### src/rtl/fmm_pkg.sv
// Shared types and constants for the formula molar mass parser.
`timescale 1ns / 1ps
package fmm_pkg;
    localparam int NUM_BITS = 16;
    localparam logic [NUM_BITS-1:0] NUM_MAX = 16'hFFFF;

    localparam logic CMD_LOAD = 1'b0;
    localparam logic CMD_CHAR = 1'b1;

    localparam logic [6:0] CH_0  = 7'h30;
    localparam logic [6:0] CH_9  = 7'h39;
    localparam logic [6:0] CH_LA = 7'h61;
    localparam logic [6:0] CH_LZ = 7'h7A;
    localparam logic [6:0] CH_OP = 7'h28;
    localparam logic [6:0] CH_CP = 7'h29;

    localparam logic [1:0] ST_OK    = 2'd0;
    localparam logic [1:0] ST_OPEN  = 2'd1;
    localparam logic [1:0] ST_LONG  = 2'd2;
    localparam logic [1:0] ST_SAT   = 2'd3;

    // Datapath operations issued by the controller
    typedef enum logic [3:0] {
        OP_NONE,
        OP_LOAD,      // write table entry
        OP_COEF_DIG,  // leading_coeff = leading_coeff*10+d
        OP_CNT_DIG,   // count = count*10+d
        OP_CNT_CLR,
        OP_GRP_OPEN,
        OP_SYM_START,
        OP_SYM_CHAR,
        OP_SRCH_START,// begin table search for symbol
        OP_SRCH_STEP, // examine one table entry
        OP_SYM_ADD,   // weight*count, add
        OP_GRP_CLOSE, // group_sum*mult into total
        OP_GRP_FORCE, // unclosed group: flag, close with 1
        OP_FINAL,     // total*coeff
        OP_DIV_STEP,  // one step of the shift-add divide by ten
        OP_CLEAR
    } op_t;

    typedef struct packed {
        logic srch_done;
        logic div_done;
        logic in_group;
    } dp_status_t;
endpackage

### src/rtl/fmm_ctrl.sv
// Controller: parse phases, search/multiply sequencing and result handshake.
`timescale 1ns / 1ps
module fmm_ctrl (
    input  logic                aclk,
    input  logic                aresetn,
    input  logic                in_valid,
    output logic                in_ready,
    input  logic                in_cmd,
    input  logic [6:0]          in_ch,
    input  logic                in_last,
    output logic [6:0]          ch,
    output fmm_pkg::op_t        op,
    input  fmm_pkg::dp_status_t status,
    output logic                out_valid,
    input  logic                out_ready,
    output logic                out_load
);
    typedef enum logic [2:0] {PH_COEFF, PH_START, PH_SYM, PH_COUNT, PH_MULT} phase_t;
    typedef enum logic [3:0] {
        S_IDLE, S_DISPATCH, S_SRCH, S_ADD, S_END_SYM, S_END_SRCH, S_END_ADD,
        S_END_GRP, S_END_FORCE, S_FINAL, S_DIV, S_CLEAR
    } state_t;

    state_t state_reg;
    phase_t phase_reg;
    logic [6:0] ch_reg;
    logic last_reg, out_valid_reg;

    logic is_dig, is_low, out_take;
    state_t end_state;
    assign is_dig = (ch_reg >= fmm_pkg::CH_0) && (ch_reg <= fmm_pkg::CH_9);
    assign is_low = (ch_reg >= fmm_pkg::CH_LA) && (ch_reg <= fmm_pkg::CH_LZ);
    assign end_state = last_reg ? S_END_SYM : S_IDLE;
    // result register free, or emptied at this edge
    assign out_take = status.div_done && (!out_valid_reg || out_ready);
    assign ch = ch_reg;
    assign in_ready = (state_reg == S_IDLE);
    assign out_valid = out_valid_reg;

    always_comb begin
        op = fmm_pkg::OP_NONE;
        out_load = 1'b0;
        unique case (state_reg)
            S_IDLE:
                if (in_valid && in_ready && in_cmd == fmm_pkg::CMD_LOAD) op = fmm_pkg::OP_LOAD;
            S_DISPATCH:
                unique case (phase_reg)
                    PH_COEFF: if (is_dig) op = fmm_pkg::OP_COEF_DIG;
                    PH_START:
                        if (ch_reg == fmm_pkg::CH_OP && !status.in_group)
                            op = fmm_pkg::OP_GRP_OPEN;
                        else if (ch_reg == fmm_pkg::CH_CP && status.in_group)
                            op = fmm_pkg::OP_CNT_CLR;
                        else op = fmm_pkg::OP_SYM_START;
                    PH_SYM:
                        if (is_low) op = fmm_pkg::OP_SYM_CHAR;
                        else op = fmm_pkg::OP_CNT_CLR;
                    PH_COUNT:
                        op = is_dig ? fmm_pkg::OP_CNT_DIG : fmm_pkg::OP_SRCH_START;
                    PH_MULT:
                        op = is_dig ? fmm_pkg::OP_CNT_DIG : fmm_pkg::OP_GRP_CLOSE;
                    default: ;
                endcase
            S_SRCH, S_END_SRCH: op = fmm_pkg::OP_SRCH_STEP;
            S_ADD, S_END_ADD:   op = fmm_pkg::OP_SYM_ADD;
            S_END_SYM:          op = fmm_pkg::OP_SRCH_START;
            S_END_GRP:          op = fmm_pkg::OP_GRP_CLOSE;
            S_END_FORCE:        op = status.in_group ? fmm_pkg::OP_GRP_FORCE : fmm_pkg::OP_NONE;
            S_FINAL:            op = fmm_pkg::OP_FINAL;
            S_DIV: begin
                op = fmm_pkg::OP_DIV_STEP;
                out_load = out_take;
            end
            S_CLEAR:            op = fmm_pkg::OP_CLEAR;
            default: ;
        endcase
    end

    always_ff @(posedge aclk) begin
        if (!aresetn) begin
            state_reg <= S_IDLE; phase_reg <= PH_COEFF; ch_reg <= '0;
            last_reg <= 1'b0; out_valid_reg <= 1'b0;
        end else begin
            out_valid_reg <= (state_reg == S_DIV && out_take) ? 1'b1
                             : (out_ready ? 1'b0 : out_valid_reg);
            unique case (state_reg)
                S_IDLE:
                    if (in_valid && in_ready && in_cmd == fmm_pkg::CMD_CHAR) begin
                        ch_reg <= in_ch; last_reg <= in_last; state_reg <= S_DISPATCH;
                    end
                S_DISPATCH:
                    unique case (phase_reg)
                        PH_COEFF:
                            if (!is_dig) begin
                                phase_reg <= PH_START; state_reg <= S_DISPATCH;
                            end else begin
                                state_reg <= end_state;
                            end
                        PH_START: begin
                            if (ch_reg == fmm_pkg::CH_CP && status.in_group)
                                phase_reg <= PH_MULT;
                            else if (!(ch_reg == fmm_pkg::CH_OP && !status.in_group))
                                phase_reg <= PH_SYM;
                            state_reg <= end_state;
                        end
                        PH_SYM:
                            if (!is_low) begin
                                phase_reg <= PH_COUNT; state_reg <= S_DISPATCH;
                            end else begin
                                state_reg <= end_state;
                            end
                        PH_COUNT:
                            state_reg <= is_dig ? end_state : S_SRCH;
                        PH_MULT:
                            if (!is_dig) begin
                                phase_reg <= PH_START; state_reg <= S_DISPATCH;
                            end else begin
                                state_reg <= end_state;
                            end
                        default: state_reg <= S_IDLE;
                    endcase
                S_SRCH: if (status.srch_done) state_reg <= S_ADD;
                S_ADD: begin
                    phase_reg <= PH_START; state_reg <= S_DISPATCH;
                end
                S_END_SYM:
                    // close whatever is open at the last character
                    unique case (phase_reg)
                        PH_SYM, PH_COUNT: state_reg <= S_END_SRCH;
                        PH_MULT:          state_reg <= S_END_GRP;
                        default:          state_reg <= S_END_FORCE;
                    endcase
                S_END_SRCH: if (status.srch_done) state_reg <= S_END_ADD;
                S_END_ADD, S_END_GRP: state_reg <= S_END_FORCE;
                S_END_FORCE: state_reg <= S_FINAL;
                S_FINAL: state_reg <= S_DIV;
                // hold the finished result until the output register is free
                S_DIV: if (out_take) state_reg <= S_CLEAR;
                S_CLEAR: begin
                    phase_reg <= PH_COEFF; state_reg <= S_IDLE;
                end
                default: state_reg <= S_IDLE;
            endcase
        end
    end
endmodule

### config.mk
export PLATFORM = sky130hd
export DESIGN_NAME = fmm_ctrl
export DESIGN_NICKNAME = d
export VERILOG_FILES = /design/src/rtl/fmm_pkg.sv /design/src/rtl/fmm_ctrl.sv
export SDC_FILE = /design/constraint.sdc
export NUM_CORES = 1
export LEC_CHECK = 0
export BUFFER_PORTS_ARGS = -buffer_cell sky130_fd_sc_hd__clkbuf_2
export CORE_MARGIN = 3
export CORE_UTILIZATION = 45
export DETAILED_ROUTE_END_ITERATION = 10
export PLACE_DENSITY = 0.73
export SLEW_MARGIN = 15
export SYNTH_ARGS = -nofsm -noshare
export SYNTH_HDL_FRONTEND = slang
export SYNTH_SLANG_ARGS = --single-unit
export TNS_END_PERCENT = 10
### constraint.sdc
create_clock -name aclk -period 2 [get_ports aclk]
set_clock_uncertainty 0.2 [all_clocks]
set_input_delay 0.2 -clock aclk [delete_from_list [all_inputs] [get_ports aclk]]
set_output_delay 0.2 -clock aclk [all_outputs]
set_load 0.05 [all_outputs]
**Yosys cells after proc, flatten, opt, wreduce, memory -nomap -nowiden**

Cells that the tools add are included.

- Order comparisons: 4
- Equality and inequality tests: 25
- Mux-type cells: 30
- Bitwise gates (word level): 1
- Reduce and logical (&&, ||, !) cells: 24

Operator list:

| kind | count |
|---|---|
| $pmux W4 S10 | 2 |
| $mux W4 | 7 |
| $mux W3 | 8 |
| $pmux W4 S5 | 1 |
| $pmux W3 S3 | 2 |
| $eq A4 B3 Y1 const B | 4 |
| $eq A4 B4 Y1 const B | 4 |
| $pmux W4 S4 | 1 |
| $eq A7 B6 Y1 const B | 2 |
| $reduce_or A2 Y1 | 5 |
| $logic_and A1 B1 Y1 | 9 |
| $eq A4 B2 Y1 const B | 2 |
| $mux W2 | 4 |
| $pmux W4 S2 | 1 |
| $ge A7 B6 Y1 const B | 1 |
| $ge A7 B7 Y1 const B | 1 |
| $le A7 B6 Y1 const B | 1 |
| $le A7 B7 Y1 const B | 1 |
| $eq A3 B2 Y1 const B | 2 |
| $ne A2 B2 Y1 const B | 3 |
| $ne A3 B3 Y1 const B | 2 |
| $reduce_and A5 Y1 | 1 |
| $eq A4 B1 Y1 const B | 1 |
| $logic_not A4 Y1 | 1 |
| other kinds (14) | 18 |

- Register bits after elaboration: 16
- Input port bits: 16
- Output and inout bits: 14
- Logic and storage cells: 89

**Logic depth before layout (Yosys ltp)**

Gate-level depths: netlist of the first run.

- Depth after elaboration: 6
- Gate-level depth with buffers: 6
- Mapped depth without buffers: 5

**Worst setup path before layout of the first run**

Ideal clock, no wire load.

- Kind: reg2reg
- Start: reg state_reg[2]
- End: reg ch_reg[0] (netlist: ch[0])
- Library setup time: 118 ps
- Arrival time: 2,772 ps
- Data required time: 1,682 ps
- Slack: -1,091 ps
- Stages on the path, launching flop included: 7
- Path buffers: 2
- Period minus slack after synthesis: 3,091 ps
- Cell sequence: dfxtp_1 -> buf_6 -> nor4_1 -> and3_1 -> buf_2 -> mux2i_1 -> nor2_1

- Word-level cells in the longest chain between the ends: 4

RTL lines:

| what | line | RTL |
|---|---|---|
| from (decl) | fmm_ctrl.sv:24 | `state_t state_reg;` |
| from (signal assigned) | fmm_ctrl.sv:97 | `state_reg <= end_state;` |
| from (signal assigned) | fmm_ctrl.sv:104 | `state_reg <= end_state;` |
| from (signal assigned) | fmm_ctrl.sv:110 | `state_reg <= end_state;` |
| $logic_not A4 Y1 * | fmm_ctrl.sv:37 | `assign in_ready = (state_reg == S_IDLE);` |
| net in_ready | fmm_ctrl.sv:7 | `output logic in_ready,` |
| $logic_and A1 B1 Y1 (2 in series) | fmm_ctrl.sv:88 | `if (in_valid && in_ready && in_cmd == fmm_pkg::CMD_CHAR) begin` |
| $reduce_and A2 Y1 (no source line) * | n/a |  |
| to (signal assigned) | fmm_ctrl.sv:81 | `state_reg <= S_IDLE; phase_reg <= PH_COEFF; ch_reg <= '0;` |
| to (signal assigned) | fmm_ctrl.sv:89 | `ch_reg <= in_ch; last_reg <= in_last; state_reg <= S_DISPATCH;` |
| to (decl) | fmm_ctrl.sv:26 | `logic [6:0] ch_reg;` |

Mark *: on every way through the listed nets, which the timed path passes. The rest lies on a longest branch.
A chain may end at the register's enable or synchronous reset.

**Worst setup path after layout of the first run**

- Start: reg ch_reg[2] (netlist: ch[2])
- End: out op[0]

- Word-level cells in the longest chain between the ends: 5
- Elaborated cells between the ends (all ways): 13

RTL lines:

| what | line | RTL |
|---|---|---|
| $ge A7 B6 Y1 (tied with other cells) | fmm_ctrl.sv:31 | `assign is_dig = (ch_reg >= fmm_pkg::CH_0) && (ch_reg <= fmm_pkg::CH_9);` |
| $logic_and A1 B1 Y1 (on tied branches) | fmm_ctrl.sv:31, fmm_ctrl.sv:32, fmm_ctrl.sv:50 |  |
| $mux W4 (tied with other cells) | fmm_ctrl.sv:59 | `op = is_dig ? fmm_pkg::OP_CNT_DIG : fmm_pkg::OP_SRCH_START;` |
| $pmux W4 S5 * | fmm_ctrl.sv:47 | `unique case (phase_reg)` |
| $pmux W4 S10 * | fmm_ctrl.sv:43 | `unique case (state_reg)` |
| to (decl) | fmm_ctrl.sv:12 | `output fmm_pkg::op_t op,` |

Mark *: on every way between the ends. The rest lies on a longest branch, timed or not.

==> results of run 1 <==
==> timing repair <==
action	CTS	global route
gates cloned	0	0
hold buffers	8	0
buffers inserted	0	0
endpoints found under the hold margin	8	0
pin swaps	5	1
resized for setup	16	11
endpoints found under the setup margin	6	10
==> placed cells by master, fill, tap and decap left out, types with 6 or more instances in the layout <==
cell / count
dfxtp_1: 6
clkbuf_2: 24
a21oi_1: 16
o21ai_0: 8
nor2_1: 15
nand3_1: 6
nand2_1: 20
buf_4: 27
dlygate4sd3_1: 8
mux2i_1: 8
dfxtp_2: 10
==> report_power, final <==
| part | switching, mW | internal [mW] |
|---|---|---|
| combinational | 0.135 | 0.110 |
| clock | 0.110 | 0.111 |
| sequential | 0.0147 | 0.332 |
==> routing by layer <==
| layer | GRT usage | vias up | share of wire |
|---|---|---|---|
| met3 | 0.0379 | 6 | 0.052 |
| met5 | 0 | - | 0 |
| met4 | 0.0894 | 0 | 0.013 |
| met2 | 0.381 | 55 | 0.49 |
| li1 | - | 717 | - |
| met1 | 0.311 | 685 | 0.45 |
==> cell usage after synthesis (2+ instances only) <==
cell	number
nand2_1	20
a21oi_1	17
nor2_1	17
dfxtp_1	16
o21ai_0	9
clkbuf_1	8
mux2i_1	8
nand3_1	6
nor3_1	5
or3_1	5
inv_1	4
and3_1	3
nand2b_1	3
o211ai_1	3
o21a_1	3
a31oi_1	2
buf_2	2
nand3b_1	2
nor2b_1	2
nor3b_1	2
nor4_1	2
nor4_2	2
==> worst max path at each step <==
stage                      from  endpoint  slack [ns]  depth (start not counted)
after detailed placement  ch[2]     op[0]       -0.18                          6
after global routing      ch[2]     op[0]       -0.48                          6
after CTS                 ch[2]     op[0]       -0.37                          6
after global placement    ch[2]     op[0]       -0.17                          6
final                     ch[2]     op[0]       -0.34                          6
after floorplan           ch[2]     op[0]       -0.18                          5
==> cell families (layout without fill, tap and decap cells) <==
group                  count (synthesis)  count (layout)  synth area share
AO/OA/AOI/OAI                         48              48             0.260
buffers and inverters                 19              75            0.0699
XOR/XNOR                               2               2            0.0144
multiplexers                           8               8            0.0658
flip-flops                            16              16             0.263
AND/OR/NAND/NOR                       74              74             0.327
==> per-stage QoR <==
stage	area (µm²)	hold slack, ns	setup slack (ns)	TNS [ns]	instances
after CTS	1790	0.0410	-0.369	-0.899	253
final	1820	0.0521	-0.339	-0.890	253
after global routing	1820	0.0674	-0.485	-1.38	253
after global placement	1610	0.233	-0.175	-0.252	241
after floorplan	1260	0.147	-0.181	-1.23	167
after detailed placement	1610	0.246	-0.181	-0.282	241
==> layout make-up <==
cell class,count,area [µm²]
multi-input combinational,132,897
fill,209,707
timing repair buffer,65,489
sequential,16,333
tap,30,37.5
clock buffer,4,36.3
inverter,6,22.5
==> worst reg2reg max path, stage by stage, from the launching register on <==
cell and delay, ns:
dfxtp_2 0.35, or3_4 0.39, buf_4 0.17, nor2_4 0.11, nand3_1 0.10, or4b_1 0.48
a21oi_1 0.13
==> flow_metrics.tcl, run 1 <==
set metrics [dict create \
    fp.dieH_um 58.0 \
    synth_edf_count 0 \
    start_util 0.483 \
    diodes 0 \
    grt_pass1_wl_um 6150 \
    power_leakage_nw 0.744 \
    tritoncts "built" \
    path_cells "or3_4 > o32ai_2 > nor4_2 > o41ai_2 > o221ai_2 > buf_8" \
    synth-seq-area-share 0.263 \
    hold_viol_final 0 \
    routed_wl_um 3810 \
    synth_nets 183 \
    hpwl_um 2690 \
    rsz0062_at_grt "yes" \
    timing.rr.start "ch[2]" \
    r2r_end "phase_reg[2]" \
    ir_worst_vdd_mv 0.485 \
    critPathRequiredTime_ns 1.60 \
    worst_path_max_delay_cell "or3_4" \
    synthTopCellsByArea "dfxtp_1 26%, a21oi_1 7.0%, mux2i_1 6.6%, nand2_1 6.2%, nor2_1 5.2%" \
    min_path_type "input port to register" \
    antenna_left 0 \
    max_stage_delay_ns 0.39 \
    layout_min_cycle_time_ns 2.34 \
    placeableCoreArea_mm2 0.00252 \
    ctsLongestPathBuffers 2 \
    critPathKind "register to output port" \
    holdPathStages 2 \
    critPathLaunchType "register" \
    fin_nets 240 \
    first_pass_iters 4 \
    grt_antenna_before_repair 0 \
    slew_headroom 0.770 \
    overflow 0 \
    hold_end "state_reg[0]" \
    syn_avg_cell_area_um2 7.29 \
    endpoint_kind "output port" \
    cts_root_buffer "clkbuf_4" \
    reg2reg_depth 6 \
    grt_pass1_vias 1364 \
    dieWidth_um 58.0 \
    largest_reg_flops 7 \
    status "complete, but fails checks" \
    arrival_ns 1.94 \
    gp_congestion 0.885 \
    yosysTopAreaCellShare 0.263 \
    drc 0 \
    cp_max_fo 4 \
    hp-start "aresetn" \
    final_util 0.720 \
    power_mw 0.813 \
    clkSlewWorstSetupHoldPaths_ns 0.10 \
    synth_top_area_cell "dfxtp_1" \
    drtIter0Drc 70 \
    maxSlewViolCount 0 \
    htree_levels 1 \
    max_slew.worst_pin.slew_ns 0.343 \
    final-setup-viol-count 3 \
    num_rows 18 \
    dieArea_mm2 0.00337 \
    synthFlopType "dfxtp_1" \
    cts_made_buffers 3 \
    violations "setup timing" \
    drv_cap 0 \
    clock_latency_ns 0.30 \
    power_density_mw_per_mm2 448 \
    setup_slack_ns -0.339 \
    r2r_setup_slack_ns 0.01 \
    synth-seq-cells 16 \
    synth.distinct_cells 48 \
    portBuffers 29 \
    drive_above_1_share 0.404 \
    track_usage 0.234 \
    cp_top_family "compound AO/OA/AOI/OAI gates" \
    async_reset_ff_frac 0 \
    synth_warnings 0 \
    wl_per_cell_um 15.0 \
    synth_area_mm2 0.00122 \
    synth_cells 167 \
    num_vias 1463 \
    numClockSinks 16 \
    worst-path-buf-inv 1 \
    fmax_ghz 0.427 \
    finalCritPeriodShare 1.17 \
    grt_max_degree 21 \
    io_pins 30 \
    area.growth.synth_to_final_pct 49.1 \
    vias_per_cell 5.78 \
]
Power figures use the tool's default switching activity.
==> run 2: changes to the inputs <==
--- a/config.mk
+++ b/config.mk
@@ -9,7 +9,9 @@
 export CORE_MARGIN = 3
 export CORE_UTILIZATION = 45
 export DETAILED_ROUTE_END_ITERATION = 10
+export GPL_TIMING_DRIVEN = 0
 export PLACE_DENSITY = 0.73
+export SKIP_LAST_GASP = 1
 export SLEW_MARGIN = 15
 export SYNTH_ARGS = -nofsm -noshare
 export SYNTH_HDL_FRONTEND = slang
==> run 2 against run 1 <==
- first-iteration DRC count is 19% lower
- register-to-register slack got worse by 0.15 ns
- global-route usage is 1.9 points lower
- sequential power up 1%
- the run still ends with setup timing left
- hold slack improved by 0.029 ns
- setup slack worse by 0.095 ns
==> flow_metrics.tcl, run 2 (synthesized netlist as in run 1, its figures left out) <==
set metrics [dict create \
    post_cts.repair.setup_buffers 0 \
    nFillCells 239 \
    fp.dieH_um 58.0 \
    slew_headroom 0.673 \
    antenna_left 0 \
    critPathLaunchType "register" \
    layout_min_cycle_time_ns 2.43 \
    io_pins 30 \
    grt_pass1_vias 1240 \
    rsz0062_at_grt "yes" \
    cts_made_buffers 3 \
    num_rows 18 \
    numClockSinks 16 \
    power_density_mw_per_mm2 478 \
    drive_above_1_share 0.300 \
    fin_cells 237 \
    arrival_ns 2.03 \
    ir_worst_vdd_mv 0.434 \
    drv_cap 0 \
    ctsLongestPathBuffers 2 \
    setup_slack_ns -0.435 \
    grt_pass1_wl_um 5790 \
    track_usage 0.215 \
    clock_latency_ns 0.28 \
    placeableCoreArea_mm2 0.00252 \
    dieArea_mm2 0.00337 \
    final_cell_mix "30 x clkbuf_2, 20 x nand2_1, 16 x a21oi_1, 16 x nor2_1, 9 x dfxtp_1" \
    routed_wl_um 3360 \
    num_vias 1392 \
    gp_congestion 0.897 \
    place_inst 225 \
    cts_root_buffer "clkbuf_4" \
    cp_max_fo 6 \
    hold_viol_final 0 \
    vias_per_cell 5.87 \
    grt_max_degree 11 \
    portBuffers 28 \
    drc 0 \
    wl_per_cell_um 14.2 \
    fin_nets 224 \
    status "complete, but fails checks" \
    grt_antenna_before_repair 0 \
    finalCritPeriodShare 1.22 \
    fin_hold_ws_ns 0.0816 \
    fmax_ghz 0.411 \
    htree_levels 1 \
    start_util 0.483 \
    diodes 0 \
    hpwl_um 2490 \
    drtIter0Drc 57 \
    maxSlewViolCount 0 \
    max_slew.worst_pin.slew_ns 0.490 \
    clkSlewWorstSetupHoldPaths_ns 0.10 \
    tritoncts "built" \
    area.growth.synth_to_final_pct 33.2 \
    largest_reg_flops 7 \
    power_leakage_nw 0.632 \
    critPathKind "register to output port" \
    final_common_cell "clkbuf_2" \
    endpoint_kind "output port" \
    overflow 0 \
    critPathRequiredTime_ns 1.60 \
    final-setup-viol-count 7 \
    violations "setup timing" \
    min_path_type "input port to register" \
    first_pass_iters 4 \
    dieWidth_um 58.0 \
]
==> run 2: cell count changes in the layout (fill, tap and decap cells not counted), sizes merged <==
cell / before / now
clkbuf: 29 / 40
buf: 32 / 5
==> run 2: layout make-up <==
cell class / instances / area, µm² / area share
plain buffers: 13 / 67.6 / 0.0417
clock buffers: 4 / 36.3 / 0.0224
inverters: 6 / 22.5 / 0.0139
multi-input cells: 132 / 891 / 0.549
flip-flops and latches: 16 / 329 / 0.203
well taps: 30 / 37.5 / 0.0231
repair buffers: 36 / 238 / 0.147
==> run 2: path summary, 6_finish.rpt <==
check	startpoint	slack (ns)	end	cells past startpoint
worst min register to register	last_reg	0.32	state_reg[2]	2
worst min-delay path	status[2]	0.08	state_reg[1]	4
worst max register to register	state_reg[0]	-0.14	phase_reg[2]	4
worst max-delay path	ch[2]	-0.43	op[1]	7
==> run 2: metrics by stage <==
stage	TNS (ns)	utilization	worst slack [ns]	cell area [µm²]	power (mW)
floorplan	-1.23	-	-0.181	1260	0.489
global placement	-0.888	0.571	-0.243	1440	0.535
detailed placement	-1.22	0.571	-0.333	1440	0.539
CTS	-2.11	0.642	-0.432	1620	0.782
global route	-2.84	0.643	-0.533	1620	0.816
finish	-1.94	0.643	-0.435	1620	0.776
==> run 2: timing repair <==
action                     CTS  global route
resized for setup           14             2
hold buffers                 8             0
hold endpoints to repair     8             0
setup endpoints to repair    7            10
==> run 2: critical path, cell delays in order (launching register included) <==
cell       delay (ns)
dfxtp_2          0.35
o21a_1           0.21
or2_0            0.21
clkbuf_2         0.17
a2111oi_2        0.41
o21ai_1          0.13
o21ai_2          0.08
clkbuf_8         0.19
==> run 2: routing by layer <==
metal  GRT usage  routed length, µm  share of wire  vias to the layer above
met1       0.321               1520           0.45                      645
met3      0.0267                235          0.070                        2
met5           0                  0              0                        -
met4      0.0497                  9         0.0027                        0
met2       0.329               1590           0.47                       58
li1            -                  -              -                      687
==> run 2: report_power, final <==
| part | total, mW | switching (mW) | internal (mW) | leakage [nW] |
|---|---|---|---|---|
| Sequential | 0.351 | 0.0194 | 0.332 | 0.133 |
| Combinational | 0.209 | 0.124 | 0.0855 | 0.478 |
| Clock | 0.215 | 0.104 | 0.111 | 0.0210 |
| Total | 0.776 | 0.248 | 0.528 | 0.632 |
==> run 3: changes to the inputs <==
--- a/config.mk
+++ b/config.mk
@@ -5,9 +5,11 @@
 export SDC_FILE = /design/constraint.sdc
 export NUM_CORES = 1
 export LEC_CHECK = 0
-export BUFFER_PORTS_ARGS = -buffer_cell sky130_fd_sc_hd__clkbuf_2
+export BUFFER_PORTS_ARGS = -buffer_cell sky130_fd_sc_hd__buf_2
+export CORE_ASPECT_RATIO = 1.2
 export CORE_MARGIN = 3
 export CORE_UTILIZATION = 45
+export CTS_CLUSTER_DIAMETER = 150
 export DETAILED_ROUTE_END_ITERATION = 10
 export GPL_TIMING_DRIVEN = 0
 export PLACE_DENSITY = 0.73
==> run 3 against run 2 <==
- cell count rose by 1.3%
- via count fell by 1.9%
- register-to-register slack improved by 0.03 ns
- highest routed layer unchanged
- routed wire length rose by 1.7%
- critical endpoint unchanged
- non-clock buffer count did not move
- fmax fell by 2.1%
- combinational power fell by 3%
- hold slack improved by 0.0043 ns
- the flow still finishes with violations (setup timing)
- design area fell by 1.6%
- setup slack got worse by 0.051 ns
==> flow_metrics.tcl, run 3 (synthesized netlist as in run 1, its figures left out) <==
set metrics [dict create \
    power_mw 0.778 \
    power_leakage_nw 0.628 \
    diodes 0 \
    drtIter0Drc 36 \
    antenna_left 0 \
    cts_root_buffer "clkbuf_4" \
    dieArea_mm2 0.00337 \
    first_pass_iters 4 \
    ir_worst_vdd_mv 0.433 \
    min_path_type "input port to register" \
    arrival_ns 2.09 \
    grt_pass1_wl_um 5980 \
    drv_cap 0 \
    maxSlewViolCount 0 \
    critPathRequiredTime_ns 1.60 \
    fin_nets 224 \
    cp_max_fo 10 \
    tns_ns -2.27 \
    drive_above_1_share 0.295 \
    final-setup-viol-count 8 \
    power_density_mw_per_mm2 488 \
    fin_hold_ws_ns 0.0858 \
    overflow 0 \
    grt_antenna_before_repair 0 \
    endpoint_kind "output port" \
    cts_made_buffers 3 \
    nFillCells 250 \
    largest_reg_flops 7 \
    place_inst 228 \
    track_usage 0.227 \
    clkSlewWorstSetupHoldPaths_ns 0.11 \
    clock_latency_ns 0.30 \
    fmax_ghz 0.402 \
    placed_cell_area_mm2 0.00144 \
    fp.dieH_um 63.0 \
    start_util 0.477 \
    post_cts.repair.setup_buffers 0 \
    gp_congestion 0.820 \
    ctsLongestPathBuffers 2 \
    r2r_setup_slack_ns -0.11 \
    hold_viol_final 0 \
    max_slew.worst_pin.slew_ns 0.641 \
    placeableCoreArea_mm2 0.00255 \
    numClockSinks 16 \
    fin_cells 240 \
    violations "setup timing" \
    hpwl_um 2530 \
    io_pins 30 \
    critPathKind "register to output port" \
    final_common_cell "buf_2" \
    dieWidth_um 53.5 \
    status "complete, but fails checks" \
    htree_levels 1 \
    layout_min_cycle_time_ns 2.49 \
    wl_per_cell_um 14.2 \
    final_util 0.625 \
    tritoncts "built" \
    area.growth.synth_to_final_pct 31.0 \
    num_vias 1365 \
    finalCritPeriodShare 1.24 \
    critPathLaunchType "register" \
    stdcell_area_mm2 0.00160 \
    num_rows 20 \
    routed_wl_um 3410 \
    final_cell_mix "28 x buf_2, 20 x nand2_1, 16 x a21oi_1, 16 x nor2_1" \
    grt_max_degree 11 \
    setup_slack_ns -0.486 \
    portBuffers 28 \
    drc 0 \
    place_ws_ns -0.247 \
    slew_headroom 0.569 \
    grt_pass1_vias 1395 \
    rsz0062_at_grt "yes" \
    vias_per_cell 5.69 \
]
## run 3: cell count changes in the layout (fill, tap and decap cells not counted), sizes merged
cell	before	now
buf	5	33
clkbuf	40	12
## run 3: path summary, 6_finish.rpt
check / end / cells after the start / startpoint
worst max-delay path: op[1] / 7 / phase_reg[2]
worst min-delay path: state_reg[0] / 2 / aresetn
worst min register to register: state_reg[2] / 2 / last_reg
worst max register to register: phase_reg[2] / 4 / state_reg[0]
## run 3: critical path, stage by stage, from the launching register on
cell     delay, ns
dfxtp_1       0.31
buf_2         0.17
inv_2         0.09
nand2_1       0.11
nor4_2        0.61
a21oi_1       0.13
o21ai_2       0.18
buf_6         0.17
## run 3: final cells by class
type | instances | area (µm²) | share of cell area
sequential | 16 | 329 | 0.206
tap | 33 | 41.3 | 0.0259
timing repair buffer | 36 | 229 | 0.144
inverter | 6 | 22.5 | 0.0141
buffer | 13 | 66.3 | 0.0416
multi-input combinational | 132 | 871 | 0.546
clock buffer | 4 | 36.3 | 0.0227
## run 3: power breakdown
group / leakage, nW / switching (mW) / internal (mW) / total, mW
logic: 0.474 / 0.121 / 0.0813 / 0.202
registers: 0.133 / 0.0173 / 0.332 / 0.349
clock network: 0.0210 / 0.116 / 0.111 / 0.227
## run 3: repair_timing
item / in CTS / in global routing
hold endpoints to repair: 8 / 0
hold buffers: 8 / 0
endpoints found under the setup margin: 7 / 12
gates resized for setup: 9 / 2
cloned: 0 / 0
## run 3: layer usage
layer	track usage	wire, µm	part of all wire
met1	0.237	1370	0.40
met2	0.434	1820	0.53
met3	0.0286	185	0.054
met4	0.0799	41	0.012
met5	0	0	0
